[config.mk]
export PLATFORM = sky130hd
export DESIGN_NAME = line_pixel_interpolator_unit_flat
export DESIGN_NICKNAME = d
export VERILOG_FILES = /design/src/hdl/lpi_pkg.sv /design/src/hdl/lpi_seg_if.sv /design/src/hdl/lpi_pix_if.sv /design/src/hdl/line_pixel_interpolator_unit.sv /design/src/flat_wrapper.sv
export SDC_FILE = /design/constraint.sdc
export NUM_CORES = 1
export LEC_CHECK = 0
export ABC_CLOCK_PERIOD_IN_PS = 6200
export BUFFER_PORTS_ARGS = -buffer_cell sky130_fd_sc_hd__buf_2
export CORE_MARGIN = 2
export CORE_UTILIZATION = 43
export CTS_CLUSTER_DIAMETER = 200
export DETAILED_ROUTE_END_ITERATION = 10
export GPL_ROUTABILITY_DRIVEN = 1
export PLACE_DENSITY_LB_ADDON = 0.12
export SETUP_SLACK_MARGIN = 0.02
export SYNTH_ARGS = -nofsm -noshare
export SYNTH_HDL_FRONTEND = slang
export SYNTH_SLANG_ARGS = --single-unit
[constraint.sdc]
create_clock -name clk -period 6.2 [get_ports clk]
set_clock_uncertainty 0.2 [all_clocks]
set_input_delay 0.31 -clock clk [delete_from_list [all_inputs] [get_ports clk]]
set_output_delay 0.31 -clock clk [all_outputs]
set_load 0.02 [all_outputs]
[src/hdl/lpi_pkg.sv]
`default_nettype none
// ---------------------------------------------------------------------------
// Line pixel interpolator package
// Coordinate width, request and pixel payload types, and sequencer states.
// ---------------------------------------------------------------------------
package lpi_pkg;

	localparam int COORD_BITS = 6;

	typedef logic [COORD_BITS-1:0] coord_t;

	typedef struct packed {
		coord_t x_start;
		coord_t y_start;
		coord_t x_end;
		coord_t y_end;
	} seg_t;

	typedef struct packed {
		coord_t pixel_x;
		coord_t pixel_y;
		logic   last;
	} pix_t;

	typedef enum logic [1:0] {
		ST_IDLE,
		ST_SETUP,
		ST_RUN
	} state_t;

endpackage
`default_nettype wire

[src/hdl/lpi_seg_if.sv]
`default_nettype none
// ---------------------------------------------------------------------------
// Segment request channel
// Valid/ready channel that carries the two endpoints of one line segment.
// ---------------------------------------------------------------------------
interface lpi_seg_if;
	import lpi_pkg::*;

	logic valid;
	logic ready;
	seg_t data;

	modport source (output valid, output data, input ready);
	modport sink (input valid, input data, output ready);
endinterface
`default_nettype wire

[src/hdl/lpi_pix_if.sv]
`default_nettype none
// ---------------------------------------------------------------------------
// Pixel result channel
// Valid/ready channel that carries one rasterized pixel and its last flag.
// ---------------------------------------------------------------------------
interface lpi_pix_if;
	import lpi_pkg::*;

	logic valid;
	logic ready;
	pix_t data;

	modport source (output valid, output data, input ready);
	modport sink (input valid, input data, output ready);
endinterface
`default_nettype wire

[src/hdl/line_pixel_interpolator_unit.sv]
`default_nettype none
// ---------------------------------------------------------------------------
// Line pixel interpolator
// Walks a line segment along its major axis and emits one pixel per step.
// ---------------------------------------------------------------------------
//  channel  dir  handshake      payload
//  seg      in   valid/ready    x_start, y_start, x_end, y_end
//  pix      out  valid/ready    pixel_x, pixel_y, last
//
// A request with major span D is accepted in idle, then a setup state sets up
// spans and the walk range, and the run state emits D + 1 pixels.
// The minor coordinate comes from a quotient/remainder accumulator that
// advances once per accepted pixel before the last. A stalled pixel holds
// the walk; no request is taken until the last pixel leaves. Reset returns
// the sequencer to idle.
// ---------------------------------------------------------------------------
module line_pixel_interpolator_unit (
	input  logic        clk,
	input  logic        arst_n,
	lpi_seg_if.sink     seg,
	lpi_pix_if.source   pix
);
	import lpi_pkg::*;

	localparam int CB = COORD_BITS;

	state_t           state_q;
	state_t           state_d;
	seg_t             seg_q;
	logic             x_major_q;
	logic             neg_maj_q;
	logic             neg_min_q;
	coord_t           m_q;
	coord_t           hi_q;
	coord_t           mn_q;
	coord_t           dist_q;
	coord_t           step_q;
	coord_t           quo_q;
	coord_t           rem_q;

	logic signed [CB:0] dx;
	logic signed [CB:0] dy;
	logic [CB:0]        adx_w;
	logic [CB:0]        ady_w;
	coord_t             adx;
	coord_t             ady;
	logic               x_major;
	logic               is_last;
	logic               step_en;
	logic [CB:0]        acc;
	logic [CB:0]        acc_fix;
	logic               wrap;
	logic [CB:0]        minor_w;
	coord_t             minor;

	assign dx = $signed({1'b0, seg_q.x_end}) - $signed({1'b0, seg_q.x_start});
	assign dy = $signed({1'b0, seg_q.y_end}) - $signed({1'b0, seg_q.y_start});
	assign adx_w = dx[CB] ? -dx : dx;
	assign ady_w = dy[CB] ? -dy : dy;
	assign adx = adx_w[CB-1:0];
	assign ady = ady_w[CB-1:0];
	assign x_major = adx >= ady;

	assign is_last = m_q == hi_q;
	assign step_en = (state_q == ST_RUN) && pix.ready && !is_last;

	// Remainder update: step forward adds the minor span, step backward
	// removes it, and a wrap past the major span moves the quotient by one.
	always_comb begin
		if (neg_maj_q) begin
			acc     = {1'b0, rem_q} - {1'b0, step_q};
			wrap    = acc[CB];
			acc_fix = acc + {1'b0, dist_q};
		end else begin
			acc     = {1'b0, rem_q} + {1'b0, step_q};
			wrap    = acc >= {1'b0, dist_q};
			acc_fix = acc - {1'b0, dist_q};
		end
	end

	assign minor_w = neg_min_q ? {1'b0, mn_q} - {1'b0, quo_q} : {1'b0, mn_q} + {1'b0, quo_q};
	assign minor = minor_w[CB-1:0];

	always_comb begin
		state_d = state_q;
		unique case (state_q)
			ST_IDLE: begin
				if (seg.valid) state_d = ST_SETUP;
			end
			ST_SETUP: begin
				state_d = ST_RUN;
			end
			ST_RUN: begin
				if (pix.ready && is_last) state_d = ST_IDLE;
			end
			default: begin
				state_d = ST_IDLE;
			end
		endcase
	end

	always_comb begin
		seg.ready        = state_q == ST_IDLE;
		pix.valid        = state_q == ST_RUN;
		pix.data.pixel_x = x_major_q ? m_q : minor;
		pix.data.pixel_y = x_major_q ? minor : m_q;
		pix.data.last    = is_last;
	end

	always_ff @(posedge clk or negedge arst_n) begin
		if (!arst_n) begin
			state_q <= ST_IDLE;
		end else begin
			state_q <= state_d;
		end
	end

	always_ff @(posedge clk) begin
		if (seg.valid && seg.ready) begin
			seg_q <= seg.data;
		end
		if (state_q == ST_SETUP) begin
			x_major_q <= x_major;
			rem_q     <= '0;
			if (x_major) begin
				neg_maj_q <= dx[CB];
				neg_min_q <= dy[CB];
				mn_q      <= seg_q.y_start;
				dist_q    <= adx;
				step_q    <= ady;
				m_q       <= dx[CB] ? seg_q.x_end : seg_q.x_start;
				hi_q      <= dx[CB] ? seg_q.x_start : seg_q.x_end;
				quo_q     <= dx[CB] ? ady : '0;
			end else begin
				neg_maj_q <= dy[CB];
				neg_min_q <= dx[CB];
				mn_q      <= seg_q.x_start;
				dist_q    <= ady;
				step_q    <= adx;
				m_q       <= dy[CB] ? seg_q.y_end : seg_q.y_start;
				hi_q      <= dy[CB] ? seg_q.y_start : seg_q.y_end;
				quo_q     <= dy[CB] ? adx : '0;
			end
		end else if (step_en) begin
			m_q <= m_q + 1'b1;
			if (wrap) begin
				rem_q <= acc_fix[CB-1:0];
				quo_q <= neg_maj_q ? quo_q - 1'b1 : quo_q + 1'b1;
			end else begin
				rem_q <= acc[CB-1:0];
			end
		end
	end

endmodule
`default_nettype wire

[src/flat_wrapper.sv]
// flat-port wrapper written by rule: the top's interface ports become plain ports
module line_pixel_interpolator_unit_flat import lpi_pkg::*;
  (clk, arst_n, seg_valid, seg_data, seg_ready, pix_valid, pix_data, pix_ready);
  lpi_seg_if seg_i ();
  lpi_pix_if pix_i ();
  input  logic clk;
  input  logic arst_n;
  input wire logic [$bits(seg_i.valid)-1:0] seg_valid;
  input wire logic [$bits(seg_i.data)-1:0] seg_data;
  output wire logic [$bits(seg_i.ready)-1:0] seg_ready;
  output wire logic [$bits(pix_i.valid)-1:0] pix_valid;
  output wire logic [$bits(pix_i.data)-1:0] pix_data;
  input wire logic [$bits(pix_i.ready)-1:0] pix_ready;
  assign seg_i.valid = seg_valid;
  assign seg_i.data = seg_data;
  assign seg_ready = seg_i.ready;
  assign pix_valid = pix_i.valid;
  assign pix_data = pix_i.data;
  assign pix_i.ready = pix_ready;
  line_pixel_interpolator_unit u_core (.clk(clk), .arst_n(arst_n), .seg(seg_i), .pix(pix_i));
endmodule
**Word-level counts from Yosys, hierarchy flattened**

Index checks and enable logic that the tools add are counted.

- Logic and storage cells: 77
- Bits of input ports: 28
- Bits in registers: 71

- Add/subtract/negate cells: 13
- Magnitude comparators: 2
- Eq/ne operators: 5
- Multiplexer cells: 32
- Reduce and logical (&&, ||, !) cells: 10

Operators with widths:

| cell | count |
|---|---|
| $mux 6 | 26 |
| $sub 6x6->7 | 3 |
| $add 6x1->6 const B | 2 |
| $add 6x6->6 | 2 |
| $neg 6->6 | 2 |
| $sub 6x6->6 | 2 |
| $add 6x6->7 | 1 |
| $ge 7x6->1 | 1 |
| $eq 6x6->1 | 1 |
| $ge 6x6->1 | 1 |
| $pmux 2 s3 | 1 |
| $sub 6x1->6 const B | 1 |
| $logic_and 1x1->1 | 4 |
| $mux 2 | 2 |
| $reduce_and 2->1 | 2 |
| $reduce_bool 2->1 | 2 |
| $mux 1 | 3 |
| $eq 2x1->1 const B | 1 |
| $eq 2x2->1 const B | 1 |
| $logic_not 2->1 | 1 |
| $ne 2x1->1 const B | 1 |
| $ne 2x2->1 const B | 1 |
| $logic_not 1->1 | 1 |

**Longest topological paths before layout**

Gate-level depths: netlist of the first run.

- Depth in word-level cells: 6
- Depth in mapped cells: 21
- Depth with buffers taken out: 19

**Worst setup path before layout of the first run**

No wires, ideal clock.

- Path type: register -> register
- Start point: register u_core.seg_q[18] (netlist bit)
- End point: register u_core.mn_q[0], data pin
- Path buffers: 2
- Arrival: 3.633 ns
- Cell stages (with the launch flop): 18
- Required time: 5.740 ns
- Path slack: 2.107 ns
- Setup time: 0.260 ns
- Path through: edfxtp_1 -> ha_1 -> fa_1 -> nand2b_1 -> a21oi_1 -> a31o_2 -> clkbuf_1 -> nor2_1 -> xor2_1 -> inv_1 -> ha_1 -> a21oi_1 -> o21ai_0 -> o211a_1 -> a211oi_2 -> or2_1 -> buf_4 -> mux2_2

- Longest elaborated chain between the ends: 5

RTL lines:

| element | line | source |
|---|---|---|
| start, declared | line_pixel_interpolator_unit.sv:29 | `seg_t seg_q;` |
| start signal, assigned | line_pixel_interpolator_unit.sv:120 | `seg_q <= seg.data;` |
| $sub 6x6->7 | line_pixel_interpolator_unit.sv:56 | `assign dx = $signed({1'b0, seg_q.x_end}) - $signed({1'b0, seg_q.x_start});` |
| $neg 6->6 | line_pixel_interpolator_unit.sv:58 | `assign adx_w = dx[CB] ? -dx : dx;` |
| $mux 6 | line_pixel_interpolator_unit.sv:58 |  |
| $ge 6x6->1 | line_pixel_interpolator_unit.sv:62 | `assign x_major = adx >= ady;` |
| $mux 6 (*) | line_pixel_interpolator_unit.sv:125 | `if (x_major) begin` |
| end signal, assigned | line_pixel_interpolator_unit.sv:128 | `mn_q <= seg_q.y_start;` |
| end signal, assigned | line_pixel_interpolator_unit.sv:137 | `mn_q <= seg_q.x_start;` |
| end, declared | line_pixel_interpolator_unit.sv:35 | `coord_t mn_q;` |

Every way passes the cells marked *; elsewhere a longest branch is shown, timed or not.
A chain may end at the register's enable or synchronous reset.

**Final worst setup path of the first run**

- Start point: register u_core.seg_q[6] (netlist bit)
- End point: register u_core.mn_q[0], data pin

- Longest elaborated chain between the ends: 5

RTL lines:

| element | line |
|---|---|
| $sub 6x6->7 (*) | line_pixel_interpolator_unit.sv:56 |
| $neg 6->6 | line_pixel_interpolator_unit.sv:58 |
| $mux 6 (*) | line_pixel_interpolator_unit.sv:58 |
| $ge 6x6->1 (*) | line_pixel_interpolator_unit.sv:62 |
| $mux 6 (*) | line_pixel_interpolator_unit.sv:125 |

Marks and branches as above.

==> flow_metrics.env, run 1 <==
export IMPL_hold_worst_slack_ps=39.6
export IMPL_hold_viol=0
export IMPL_min_path_cells=4
export IMPL_final_seq_area_um2=2060
export IMPL_antenna_cells=0
export IMPL_antenna_found_initial=0
export IMPL_hp_class="input pin to register"
export IMPL_yosys_top_cells_count="edfxtp_1, inv_1, ha_1, nor2_1, nand2_1"
export IMPL_wire_per_inst_um=17.1
export IMPL_gp_congestion=0.967
export IMPL_drcViolationCount=0
export IMPL_numPortBuffers=42
export IMPL_critical_path_class="register to register"
export IMPL_ff2ff_setup_slack_ps=900
export IMPL_reg2reg_depth=20
export IMPL_yosysMostFrequentCell="edfxtp_1"
export IMPL_initial_core_util_pct=44.5
export IMPL_max_cap_violations=0
export IMPL_yosysTopAreaCell="edfxtp_1"
export IMPL_post_cts_resized=0
export IMPL_slew_viol_final=0
export IMPL_worst_slack_ps=899
export IMPL_crit_arrival_ps=5190
export IMPL_tightest_slew_ps=1060
export IMPL_dp_slack_ps=997
export IMPL_clkTransAtPathRegs_ps=60
export IMPL_synth_top_area_share_pct=33.3
export IMPL_grt_max_degree=37
export IMPL_area_growth_pct=15.5
export IMPL_synth_area_leaders="edfxtp_1, ha_1, mux2i_1"
export IMPL_rsz0062_at_grt="false"
export IMPL_cts_buffers=9
export IMPL_max_clock_path_buffers=2
export IMPL_critPathMaxFanout=24
export IMPL_post_drt_via_cell_ratio=5.48
export IMPL_fmax_mhz=189
export IMPL_synth_seq_cells=71
export IMPL_multi_input_area_um2=3300
export IMPL_drt_wl_total_um=14100
export IMPL_die_area_um2=14100
export IMPL_cts_setup_buffers=0
export IMPL_cts_tree="built"
export IMPL_finalCritPeriodShare_pct=85.5
export IMPL_yosysSeqAreaShare_pct=36.3
export IMPL_setup_violations=0
export IMPL_die_y_um=119
export IMPL_crit_start="u_core.seg_q[6]"
export IMPL_syn_inst=588
export IMPL_r2r_end="u_core.mn_q[0]"
export IMPL_syn_area_per_cell_um2=9.66
export IMPL_grt_pass1_wl_um=22500
export IMPL_cts_sinks=71
export IMPL_gr_total_overflow=0
export IMPL_synth_edf_count=63
export IMPL_drt_iter0_markers=368
export IMPL_max_slew_margin_pct=29.2
export IMPL_syn_area_um2=5680
export IMPL_n_fill_cell=1157
export IMPL_start_kind="register"
export IMPL_cts_root_buf="clkbuf_16"
export IMPL_nNetsFinal=739
export IMPL_dr_pass1_iters=7
export IMPL_cp_endpoint="u_core.mn_q[0]"
export IMPL_setup_tns_ps=0
export IMPL_fin_util_pct=51.4
export IMPL_endpoint_kind="register"
export IMPL_r2r_start="u_core.seg_q[6]"
export IMPL_status="finished, final reports clean"
export IMPL_io_pin_count=43
export IMPL_syn_num_nets=677
export IMPL_die_x_um=119
export IMPL_hold_buffers=26
export IMPL_first_global_vias=4363
export IMPL_cp_required_ps=6090
export IMPL_dpl_hpwl_um=10900
export IMPL_clk_latency_ps=340
export IMPL_rows=41
export IMPL_drive_gt1_share_pct=11.6
export IMPL_postSynth_asyncResetShare_pct=2.82
export IMPL_grt_usage_pct=20.4
export IMPL_cts_max_level=3
export IMPL_fin_crit_ps=5300
export IMPL_synth_warnings=0
export IMPL_synthFlopType="edfxtp_1"
export IMPL_num_vias=4528
export IMPL_postRouteAntennaNets=0
export IMPL_core_area_um2=12800
export IMPL_yosysUniqueCellTypes=64
flip-flops by register name, summed over array words and instances, names as in the netlist, 2 cells and up:
signal	flops
u_core.mn_q	6
u_core.state_q	2
u_core.quo_q	6
u_core.step_q	6
u_core.m_q	6
u_core.dist_q	6
u_core.rem_q	6
u_core.seg_q	24
u_core.hi_q	6
worst min path at each step:
stage	from	to	slack, ps
finish	pix_ready	u_core.state_q[1]	40
floorplan	arst_n	u_core.state_q[0]	-190
global placement	arst_n	u_core.state_q[0]	-100
CTS	pix_ready	u_core.state_q[1]	30
global route	pix_ready	u_core.state_q[1]	80
detailed placement	arst_n	u_core.state_q[0]	-100
final cells by class:
cell class	instances	area share [%]
clock buffer	15	3.93
clock inverter	1	0.0763
inverter	57	3.26
multi-input combinational	438	50.3
sequential	71	31.4
tap	172	3.28
timing repair buffer	73	7.74
per-layer routing:
layer / GRT usage, % / share of wire (%) / wire length [um] / vias up
met5: 0 / 0 / 0 / -
met4: 7.74 / 3.4 / 481 / 0
met3: 4.41 / 3.8 / 533 / 24
met2: 32.3 / 46 / 6460 / 103
met1: 27.3 / 47 / 6650 / 2155
li1: - / - / - / 2246
cell families after synthesis:
kind of cell / count (synthesis) / share of synthesized area, %
and+or+nand+nor: 132 / 10.6
adders and majority gates: 61 / 14.5
AOI/OAI and AO/OA: 157 / 18.4
xor gates and xnor gates: 49 / 7.56
DFF: 71 / 36.3
buffers and inverters: 79 / 5.59
muxes: 39 / 7.05
cells in the final DEF, fill, tap and decap left out, drive strengths merged, types with 7 or more instances in the layout:
cell and n:
a21o 12, a21oi 40, a31oi 10, buf 47, clkbuf 15, dlygate4sd3 26, edfxtp 63, fa 8
ha 53, inv 56, mux2 8, mux2i 31, nand2 41, nand2b 7, nor2 44, nor3 10
o211ai 11, o21ai 35, o21bai 8, xnor2 33, xor2 16
worst max-delay path: stages, from the launching register on:
cell	delay, ps
edfxtp_1	380
inv_1	90
ha_1	190
fa_1	200
nand2b_1	110
a21oi_1	90
and2_1	190
a21oi_1	840
nor2_1	70
a21oi_1	210
inv_1	100
ha_1	300
a21o_1	150
a21oi_1	190
o21a_1	210
nand2_1	60
mux2i_1	130
buf_4	270
or2_1	420
buf_4	280
mux2_2	350
metrics by stage:
stage	area, um2	instances
2_1_floorplan	5680	588
3_3_place_gp	6040	785
3_5_place_dp	6040	785
4_1_cts	6560	827
5_1_grt	6560	827
6_report	6560	827
Power of run 1 is not shown: default switching activity piles up to over one toggle a cycle in this logic, so the estimate is an artifact.
==> inputs of run 2 (changes only) <==
PLACE_DENSITY_LB_ADDON = 0.05   (was 0.12)
==> flow_metrics.env, run 2 (synthesis results as in run 1) <==
export IMPL_status="finished, final reports clean"
export IMPL_numPortBuffers=42
export IMPL_cts_max_level=3
export IMPL_critPathMaxFanout=23
export IMPL_num_vias=4550
export IMPL_wire_per_inst_um=17.8
export IMPL_cts_tree="built"
export IMPL_setup_tns_ps=0
export IMPL_die_y_um=119
export IMPL_drt_iter0_markers=303
export IMPL_min_path_cells=4
export IMPL_die_x_um=119
export IMPL_hp_class="input pin to register"
export IMPL_post_drt_via_cell_ratio=5.51
export IMPL_largest_register="u_core.seg_q"
export IMPL_max_slew_margin_pct=28.1
export IMPL_antenna_cells=0
export IMPL_slew_viol_final=0
export IMPL_core_area_um2=12800
export IMPL_max_cap_violations=0
export IMPL_finalCritPeriodShare_pct=90.8
export IMPL_ff2ff_setup_slack_ps=570
export IMPL_final_common_cell="edfxtp_1"
export IMPL_crit_arrival_ps=5550
export IMPL_gr_total_overflow=0
export IMPL_reg2reg_depth=20
export IMPL_antenna_found_initial=0
export IMPL_hold_buffers=26
export IMPL_postRouteAntennaNets=0
export IMPL_largest_reg_flops=24
export IMPL_critical_path_class="register to register"
export IMPL_tightest_slew_ps=1080
export IMPL_drive_gt1_share_pct=11.8
export IMPL_drcViolationCount=0
export IMPL_hold_viol=0
export IMPL_max_clock_path_buffers=2
export IMPL_cts_sinks=71
export IMPL_start_kind="register"
export IMPL_dr_pass1_iters=5
export IMPL_rows=41
export IMPL_nNetsFinal=739
export IMPL_first_global_vias=4476
export IMPL_grt_pass1_wl_um=23500
export IMPL_r2r_start="u_core.seg_q[6]"
export IMPL_post_cts_resized=0
export IMPL_area_growth_pct=16.3
export IMPL_setup_violations=0
export IMPL_clk_latency_ps=340
export IMPL_die_area_um2=14100
export IMPL_holdPathEnd="u_core.state_q[1]"
export IMPL_grt_usage_pct=21.4
export IMPL_r2r_end="u_core.quo_q[0]"
export IMPL_rsz0062_at_grt="false"
export IMPL_cts_root_buf="clkbuf_16"
export IMPL_hold_start="pix_ready"
export IMPL_endpoint_kind="register"
export IMPL_grt_max_degree=28
export IMPL_drt_wl_total_um=14700
export IMPL_io_pin_count=43
export IMPL_clkTransAtPathRegs_ps=60
export IMPL_layout_common_cells="edfxtp_1, inv_1, ha_1, nor2_1, buf_2"
export IMPL_cp_required_ps=6120
export IMPL_dpl_hpwl_um=11400
export IMPL_fmax_mhz=178
export IMPL_cts_setup_buffers=0
export IMPL_fin_crit_ps=5630
export IMPL_gp_congestion=0.938
export IMPL_initial_core_util_pct=44.5
export IMPL_cts_buffers=9
## run 2: changes by cell type in the layout (fill, tap and decap cells not counted)
| cell | delta |
|---|---|
| clkbuf_8 | -1 |
| clkinvlp_4 | +1 |
| bufinv_16 | +2 |
| clkbuf_1 | -3 |
| clkinv_2 | -1 |
| clkinv_1 | +1 |
## run 2: cell type report
type,instances,area [um2]
Clock buffer,11,233
Timing Repair Buffer,73,508
Tap cell,172,215
Clock inverter,4,71.3
Sequential cell,71,2060
Inverter,57,214
Fill cell,1185,6170
Multi-Input combinational cell,438,3300
## run 2: routing by layer
metal,vias to the layer above,global-route usage [%],part of all wire (%)
met5,-,0,0
met4,0,7.81,2.2
met3,24,3.78,4.9
met2,119,33.5,46
met1,2160,29.8,47
li1,2247,-,-
## run 2: through the flow
stage          cell area (um2)  hold slack, ps  setup WS, ps  cells  utilization, %
2_1_floorplan             5680            -186          2110    588               -
3_3_place_gp              6040            -104          1100    785            47.3
3_5_place_dp              6040            -102           743    785            47.3
4_1_cts                   6600            38.3           708    826            51.7
5_1_grt                   6600            92.4           214    826            51.7
6_report                  6600            46.1           568    826            51.7
## run 2: how the worst max path moves through the flow
stage / start / to / slack, ps / depth (start not counted)
3_5_place_dp: u_core.seg_q[6] / u_core.quo_q[0] / 740 / 20
2_1_floorplan: u_core.seg_q[18] / u_core.mn_q[0] / 2110 / 17
5_1_grt: u_core.seg_q[6] / u_core.quo_q[0] / 210 / 20
6_report: u_core.seg_q[6] / u_core.quo_q[0] / 570 / 20
4_1_cts: u_core.seg_q[6] / u_core.quo_q[0] / 710 / 20
3_3_place_gp: u_core.seg_q[12] / u_core.quo_q[0] / 1100 / 18
## run 2: worst max-delay path, stage by stage, from the launching register on
cell and delay (ps):
edfxtp_1 410, inv_1 100, ha_1 180, fa_1 210, nand2b_1 120, a21oi_1 90, and2_1 190, a21oi_1 850
nor2_1 80, a21oi_1 240, inv_1 120, ha_1 310, a21o_1 150, a21oi_1 170, o21ai_0 180, o211a_1 160
a211oi_2 190, buf_4 280, or2_1 490, inv_2 310, o41ai_1 360
Power of run 2 is left out for the same reason.
==> inputs of run 3 (changes only) <==
ABC_AREA = 1   (was not set)
CTS_CLUSTER_DIAMETER = 80   (was 200)
==> flow_metrics.env, run 3 <==
export IMPL_cp_top_family="simple AND/OR/NAND/NOR gates"
export IMPL_first_global_vias=4843
export IMPL_ff2ff_setup_slack_ps=1630
export IMPL_drt_iter0_markers=337
export IMPL_wl_met2_um=6560
export IMPL_synth_seq_cells=71
export IMPL_grt_pass1_wl_um=23900
export IMPL_dr_pass1_iters=5
export IMPL_synth_area_leaders="edfxtp_1, nand2_1, ha_1"
export IMPL_status="finished, final reports clean"
export IMPL_clk_latency_ps=340
export IMPL_tightest_slew_ps=601
export IMPL_postRouteAntennaNets=0
export IMPL_gp_congestion=0.920
export IMPL_place_area_um2=6260
export IMPL_area_growth_pct=15.4
export IMPL_nNetsFinal=932
export IMPL_drcViolationCount=0
export IMPL_synth_top_area_share_pct=31.9
export IMPL_r2r_end="u_core.mn_q[3]"
export IMPL_r2r_start="u_core.seg_q[9]"
export IMPL_cp_slowest_cell="nand3_2"
export IMPL_core_area_um2=13300
export IMPL_slew_viol_final=0
export IMPL_synth_edf_count=63
export IMPL_syn_inst=787
export IMPL_endpoint_kind="register"
export IMPL_finalCritPeriodShare_pct=73.6
export IMPL_crit_start="u_core.seg_q[9]"
export IMPL_wl_met1_um=7070
export IMPL_layout_common_cells="nand2_1, inv_1, o21ai_0, edfxtp_1, nor2_1"
export IMPL_holdPathEnd="u_core.state_q[0]"
export IMPL_met3WireLength_um=464
export IMPL_dpl_hpwl_um=11500
export IMPL_fmax_mhz=219
export IMPL_die_y_um=121
export IMPL_cts_max_level=3
export IMPL_synth_warnings=0
export IMPL_gr_total_overflow=0
export IMPL_crit_path_max_incr_delay_ps=450
export IMPL_crit_chain="ha_1 > a21oi_1 > or2_2 > nand3_2 > nor2_1 > xor2_1 > inv_1 > ha_1 > nand2_1 > nand2_1 > nand2_1 > nand2_1 > a21oi_1 > inv_1 > nand2_2 > nand2_4 > nand2_1 > o21ai_1"
export IMPL_wire_per_inst_um=14.2
export IMPL_yosysSeqAreaShare_pct=34.8
export IMPL_syn_num_nets=876
export IMPL_hold_viol=0
export IMPL_yosysUniqueCellTypes=40
export IMPL_rows=42
export IMPL_min_path_cells=2
export IMPL_cts_sinks=71
export IMPL_io_pin_count=43
export IMPL_largest_register="u_core.seg_q"
export IMPL_die_area_um2=14700
export IMPL_n_fill_cell=1335
export IMPL_max_clock_path_buffers=2
export IMPL_critPathMaxFanout=53
export IMPL_yosysTopAreaCell="edfxtp_1"
export IMPL_reg2reg_depth=18
export IMPL_cts_setup_buffers=0
export IMPL_crit_buf_inv=2
export IMPL_rsz0062_at_grt="false"
export IMPL_postSynth_asyncResetShare_pct=2.82
export IMPL_grt_usage_pct=21.0
export IMPL_crit_top_cell="nand2_1"
export IMPL_drive_gt1_share_pct=10.4
export IMPL_crit_arrival_ps=4430
export IMPL_critical_path_class="register to register"
export IMPL_cts_buffers=9
export IMPL_post_cts_resized=0
export IMPL_max_slew_margin_pct=59.9
export IMPL_synthFlopType="edfxtp_1"
export IMPL_setup_tns_ps=0
export IMPL_hold_start="seg_valid"
export IMPL_syn_area_per_cell_um2=7.53
export IMPL_die_x_um=121
export IMPL_cts_tree="built"
export IMPL_numPortBuffers=42
export IMPL_num_vias=5116
export IMPL_drt_wl_total_um=14500
export IMPL_clkTransAtPathRegs_ps=60
export IMPL_final_common_cell="nand2_1"
export IMPL_cp_required_ps=6070
export IMPL_yosys_top_cells_count="nand2_1, inv_1, o21ai_0, edfxtp_1, nor2_1"
export IMPL_hp_class="input pin to register"
export IMPL_largest_reg_flops=24
export IMPL_antenna_found_initial=0
export IMPL_syn_area_um2=5920
export IMPL_fin_crit_ps=4570
export IMPL_post_drt_via_cell_ratio=5.00
export IMPL_antenna_cells=0
export IMPL_grt_max_degree=54
export IMPL_initial_core_util_pct=44.4
export IMPL_finish_instance_area_um2=6840
export IMPL_start_kind="register"
export IMPL_max_cap_violations=0
export IMPL_cts_root_buf="clkbuf_16"
export IMPL_top_layer_used="met4"
export IMPL_setup_violations=0
export IMPL_yosysMostFrequentCell="nand2_1"
[run 3: cell count changes after synthesis, moves of 7 or more]
cell | before | now
nand2_1 | 41 | 214
nor2_1 | 43 | 55
xnor2_1 | 33 | 12
inv_1 | 54 | 111
a21oi_1 | 40 | 31
mux2i_1 | 31 | 0
a21o_1 | 12 | 3
o211ai_1 | 11 | 1
mux2_2 | 8 | 0
o21ai_1 | 0 | 22
o21ai_0 | 35 | 66
a31oi_1 | 10 | 1
nand2b_1 | 7 | 0
nand3_1 | 6 | 45
[run 3: cells by family after synthesis]
group,after synthesis,synth area share (%)
AO/OA/AOI/OAI,129,11.3
XOR/XNOR,31,4.71
adder cells (fa/ha/maj),61,13.9
buffers and inverters,142,9.50
flip-flops,71,34.8
AND/OR/NAND/NOR,353,25.8
[run 3: stage by stage]
stage / instances / utilization, % / hold slack (ps) / worst slack (ps)
2_1_floorplan: 787 / - / -186 / 2720
3_3_place_gp: 983 / 46.9 / -105 / 1830
3_5_place_dp: 983 / 46.9 / -101 / 1740
4_1_cts: 1024 / 51.2 / 18.1 / 1710
5_1_grt: 1024 / 51.2 / 40.1 / 1150
6_report: 1024 / 51.2 / 32.4 / 1630
[run 3: final cells by class]
type | instances | area (um2) | share of cell area [%]
clock buffer | 10 | 229 | 3.35
clock inverter | 6 | 93.8 | 1.37
inverter | 118 | 443 | 6.48
multi-input combinational | 574 | 3310 | 48.5
sequential | 71 | 2060 | 30.2
tap | 176 | 220 | 3.22
timing repair buffer | 69 | 475 | 6.96
[run 3: worst max-delay path by stage]
stage,to,slack (ps),cells after the start
after CTS,u_core.mn_q[3],1710,19
after detailed placement,u_core.mn_q[3],1740,19
final,u_core.mn_q[3],1630,18
after global routing,u_core.step_q[1],1150,18
after floorplan,u_core.quo_q[2],2720,20
after global placement,u_core.mn_q[3],1830,19
[run 3: worst reg2reg max path, cell delays in order (launching register included)]
cell and delay (ps):
edfxtp_1 400, ha_1 360, a21oi_1 230, or2_2 150
nand3_2 450, nor2_1 300, xor2_1 290, inv_1 110
ha_1 310, nand2_1 70, nand2_1 50, nand2_1 50
nand2_1 50, a21oi_1 230, inv_1 120, nand2_2 220
nand2_4 330, nand2_1 260, o21ai_1 130
[run 3: routing by layer]
metal | up-vias | GRT usage, %
met5 | - | 0
met4 | 0 | 9.48
met3 | 33 | 3.29
met2 | 109 | 32.7
met1 | 2301 | 28.6
li1 | 2673 | -
[run 3: timing repair]
item / CTS / global route
endpoints found under the hold margin: 26 / 0
hold buffers: 25 / 0
endpoints found under the setup margin: 0 / 0
Power of run 3 is left out for the same reason.
